$ cat config.mk
export PLATFORM = sky130hd
export DESIGN_NAME = aee_div
export DESIGN_NICKNAME = d
export VERILOG_FILES = /design/src/design/aee_div.sv
export SDC_FILE = /design/constraint.sdc
export NUM_CORES = 2
export LEC_CHECK = 0
export ABC_AREA = 1
export BUFFER_PORTS_ARGS = -buffer_cell sky130_fd_sc_hd__clkbuf_2
export CORE_ASPECT_RATIO = 1.5
export CORE_MARGIN = 4
export CORE_UTILIZATION = 35
export CTS_BUF_LIST = sky130_fd_sc_hd__clkbuf_16
export DETAILED_ROUTE_END_ITERATION = 8
export PLACE_DENSITY = 0.52
export SYNTH_ARGS = -nofsm -noshare
export SYNTH_HDL_FRONTEND = slang
export SYNTH_SLANG_ARGS = --single-unit
$ cat constraint.sdc
create_clock -name clk -period 2.73 [get_ports clk]
set_input_delay 0.273 -clock clk [delete_from_list [all_inputs] [get_ports clk]]
set_output_delay 0.273 -clock clk [all_outputs]
set_load 0.03 [all_outputs]
$ cat src/design/aee_div.sv
// Pipelined restoring divider, one quotient bit per register stage.
`default_nettype none
module aee_div #(
  parameter int NW = 37,
  parameter int DW = 27,
  parameter int QW = 37,
  parameter int SW = 1
) (
  input  wire logic          clk,
  input  wire logic          rst_n,
  input  wire logic          in_vld,
  input  wire logic [NW-1:0] in_num,
  input  wire logic [DW-1:0] in_den,
  input  wire logic [SW-1:0] in_side,
  output logic               out_vld,
  output logic [QW-1:0]      out_quot,
  output logic [SW-1:0]      out_side
);

  localparam int CW = (NW > DW + QW) ? NW : DW + QW;

  logic          vld_r  [QW];
  logic [NW-1:0] rem_r  [QW];
  logic [DW-1:0] den_r  [QW];
  logic [QW-1:0] quot_r [QW];
  logic [SW-1:0] side_r [QW];

  for (genvar k = 0; k < QW; k++) begin : g_stg
    logic          vld_i;
    logic [NW-1:0] rem_i;
    logic [DW-1:0] den_i;
    logic [QW-1:0] quot_i;
    logic [SW-1:0] side_i;
    logic [CW-1:0] dsh;
    logic [CW-1:0] rem_x;
    logic          ge;

    if (k == 0) begin : g_first
      assign vld_i  = in_vld;
      assign rem_i  = in_num;
      assign den_i  = in_den;
      assign quot_i = '0;
      assign side_i = in_side;
    end else begin : g_next
      assign vld_i  = vld_r[k-1];
      assign rem_i  = rem_r[k-1];
      assign den_i  = den_r[k-1];
      assign quot_i = quot_r[k-1];
      assign side_i = side_r[k-1];
    end

    assign dsh   = CW'(den_i) << (QW - 1 - k);
    assign rem_x = CW'(rem_i);
    assign ge    = rem_x >= dsh;

    always_ff @(posedge clk) begin
      if (!rst_n) begin
        vld_r[k] <= 1'b0;
      end else begin
        vld_r[k] <= vld_i;
      end
    end

    always_ff @(posedge clk) begin
      rem_r[k]  <= ge ? NW'(rem_x - dsh) : rem_i;
      den_r[k]  <= den_i;
      quot_r[k] <= ge ? (quot_i | (QW'(1) << (QW - 1 - k))) : quot_i;
      side_r[k] <= side_i;
    end
  end

  assign out_vld  = vld_r[QW-1];
  assign out_quot = quot_r[QW-1];
  assign out_side = side_r[QW-1];

endmodule
`default_nettype wire

==> results.txt <==
----------------------------------------------------
[Floorplanning]
  Effective utilization at floorplan ... 35.2%
  Site row count ... roughly 260
  Die X ... around 500 µm
  Number of I/O pins ... 107
  Standard cell core area ... between 300,000 and 400,000 µm²
  Overall die area ... approximately 350,000 µm²
  Die span in y ... around 720 µm

[CTS]
  Number of sinks on the clock net ... 3,081
  CTS Buffer Depth ... 4
  H-Tree Level Count ... 5
  Clock tree from TritonCTS ... yes
  Clock slew seen by the registers of the worst setup and hold paths ... roughly 0.07 ns
  Clock latency of the later-clocked register in the worst-skew pair ... a little over 0.9 ns
  Post-CTS Repair Setup Buffers ... 0
  Number of buffers created by CTS ... between 300 and 400
  Root buf cell ... sky130_fd_sc_hd__clkbuf_16

[Synthesis]
  Leading register cell type out of synthesis ... sky130_fd_sc_hd__dfxtp_1
  Synthesized area per cell ... a little over 8 µm²
  Netlist Area Pre-Place ... about 120,000 µm²
  Number of warnings issued by yosys ... 0
  Asr flop ratio synth ... 0%
  Number of synthesized register bits ... approximately 3,100
  Distinct cell type count of the synthesized netlist ... between 60 and 70
  Count of flip-flops with a built-in enable after synthesis ... 0
  Cell count after synthesis ... 14,600
  Sequential area share after synthesis ... 51.5%
  Syn Nets ... around 15,000

[Routing]
  Initial DRC Count ... between 4,000 and 5,000
  Final ANT Viol Nets ... 0
  Total wire length ... around 390 mm
  First-pass iteration count of the detailed router ... 7
  Vias post-DR ... 95,400
  Via density ... 4.72
  Wire length per cell ... around 20 µm
  Drc violations ... 0

[Worst hold path]
  Startpoint of the most critical hold path ... rst_n
  Worst hold path type ... in -> reg

[Timing]
  Worst-Margin Slew ... around 0.7 ns
  Final hold violation count ... 0
  Final Max Tran Viols ... 0
  Fmax achieved ... 377 MHz
  Post-route clock period utilization ... between 90 and 100%
  Final setup vio count ... 0
  Clock skew after layout ... around 0.08 ns
  Relative max-transition margin ... between 50% and 60%
  Post-layout minimum cycle time ... ~2.6 ns
  Post-route worst hold slack ... roughly 0.054 ns
  Unrepaired setup endpoints after global routing ... yes
  Worst setup margin ... slightly above 0.08 ns

[Placement]
  Buffers on Ports ... ~110
  GP Congestion ... a little under 1
  Number of instances in the placed design ... between 15,000 and 20,000
  Area post-placement ... roughly 130,000 µm²
  Post-placement setup slack ... -0.167 ns
  Final HPWL from detailed placement ... around 320 mm

[Critical path]
  R2R setup slack ... around 0.081 ns
  Arrival time of data at the critical path endpoint ... roughly 3.4 ns
  Critical path class ... reg -> reg
  Sort of element at the start of the critical path ... flop
  FF-to-FF path depth ... 12
  Critical R2R Launch ... den_r[30][12]
  Destination of the critical timing path ... rem_r[31][34]
  Destination of the worst register-to-register timing path ... rem_r[31][34]
  Nature of the critical path endpoint ... flop
  Crit-path max FO ... 4
  Required @ worst endpoint ... between 3 and 4 ns
  Launch point of the critical path ... den_r[30][12]

[Power and ir drop]
  Worst supply voltage drop on vdd ... about 0.00063 V
  Pwr Density ... a little under 1000 nW/µm²
  Total power after layout ... approximately 140,000 µW
  Leakage component of the power ... between 0.06 and 0.07 µW

[Finish]
  Most frequent standard cell in the layout excluding fill and tap cells ... sky130_fd_sc_hd__nand2_1
  Count of non-filler cells in the finished layout ... ~20,000
  Final Net Count ... 16,200
  Most frequent cells in the layout ... 3,976 x sky130_fd_sc_hd__nand2_1, 3,070 x sky130_fd_sc_hd__dfxtp_1, 2,174 x sky130_fd_sc_hd__inv_1, 1,044 x sky130_fd_sc_hd__nor2_1, 727 x sky130_fd_sc_hd__nand3_1
  Area overhead of the layout relative to synthesis ... 16.7%
  Fraction of final layout cells with drive strength greater than 1 ... a little under 8%
  Finished layout cell area ... 140,000 µm²

[Global routing]
  Remaining global-route overflow ... 0
  Largest net degree at the start of global routing ... 38
  Initial antenna violation count ... 20
  Global-route wire length before repair ... just under 600 mm
  Number of global-route vias before repair ... 97,100
  Total routing resource utilization after global routing ... between 20% and 30%

[Job]
  Max-Cap Viols ... 0

[Outcome]
  Run status ... finished, final reports clean

----------------------------------------------------
state kept, by name (all words and copies together), names as in the netlist:
| signal | count |
|---|---|
| den_r | 972 |
| quot_r | 703 |
| rem_r | 1332 |
| side_r | 37 |
| vld_r | 37 |
layout make-up:
type | count | area, µm²
multi-input combinational | 9269 | 49000
antenna | 39 | 97.6
sequential | 3081 | 61700
inverter | 2151 | 8080
timing repair buffer | 628 | 5040
clock buffer | 315 | 7880
tap | 4488 | 5620
fill | 34700 | 200000
clock inverter | 240 | 2210
Yosys cell counts (all sizes together), types with 45 or more instances:
library cell	instances	area, µm²
dfxtp	3081	61700
nand3b	52	390
a21oi	665	3410
nand2	4007	15100
nand4	509	3210
or2	73	457
inv	2149	8070
nor4	207	1310
xnor2	74	648
nor3	215	1110
xor2	293	2570
o21bai	45	338
ha	648	8110
nand3	762	4020
buf	110	872
o21ai	462	2350
nor2	1075	4110
cells by family (layout without fill, tap and decap cells):
logic type / Yosys count / after routing / synth area share [%]
fa+ha+maj: 682 / 682 / 7.34
compound gates: 1277 / 1279 / 5.74
simple gates: 6941 / 6941 / 25.1
other cells: 0 / 39 / 0
buf+inv: 2297 / 3334 / 7.60
flops: 3081 / 3081 / 51.5
xor+xnor: 367 / 367 / 2.69
worst max-delay path: stages, from the launching register on:
cell and delay [ns]:
sky130_fd_sc_hd__dfxtp_1 0.45, sky130_fd_sc_hd__inv_1 0.08, sky130_fd_sc_hd__ha_1 0.35, sky130_fd_sc_hd__nand2_1 0.16, sky130_fd_sc_hd__nor2_1 0.23, sky130_fd_sc_hd__inv_1 0.12, sky130_fd_sc_hd__nor3_1 0.30, sky130_fd_sc_hd__nand2_1 0.10
sky130_fd_sc_hd__nand2_1 0.19, sky130_fd_sc_hd__nand2_1 0.13, sky130_fd_sc_hd__nand2_1 0.09, sky130_fd_sc_hd__nand2_1 0.06, sky130_fd_sc_hd__a21oi_2 0.28
repair_timing:
action,4_1_cts,5_1_grt
gates resized for setup,3,39
endpoints found under the setup margin,42,79
endpoints found under the hold margin,67,0
cloned,0,2
hold buffers,130,0
layer usage:
layer	routed length (µm)	part of all wire [%]	track usage, %
met3	12600	3.2	2.47
met1	142000	36	21.5
met4	32700	8.3	15.6
met5	0	0	0
met2	205000	52	41.4
where the power goes:
| part | internal (µW) | leakage (µW) | total [µW] | switching [µW] |
|---|---|---|---|---|
| Sequential | 50000 | 0.0257 | 54700 | 4680 |
| Clock | 24100 | 0.00506 | 42500 | 18400 |
| Combinational | 14300 | 0.0377 | 41200 | 26900 |
| Total | 88400 | 0.0685 | 138000 | 50000 |
worst min path at each step:
| stage | endpoint | slack [ns] | depth (start not counted) |
|---|---|---|---|
| 2_1_floorplan | den_r[0][0] | 0.30 | 0 |
| 3_3_place_gp | quot_r[4][81] | 0.31 | 0 |
| 3_5_place_dp | quot_r[1][110] | 0.31 | 0 |
| 4_1_cts | vld_r[0][3] | 0.01 | 3 |
| 5_1_grt | vld_r[0][3] | 0.1 | 3 |
| 6_report | vld_r[3][2] | 0.05 | 3 |
per-stage QoR:
stage | setup TNS (ns) | util [%]
2_1_floorplan | 0 | -
3_3_place_gp | -5.31 | 37.7
3_5_place_dp | -1.99 | 37.7
4_1_cts | 0 | 41.0
5_1_grt | -0.0281 | 41.1
6_report | 0 | 41.1
No activity file was read; power rests on OpenSTA's default activity.
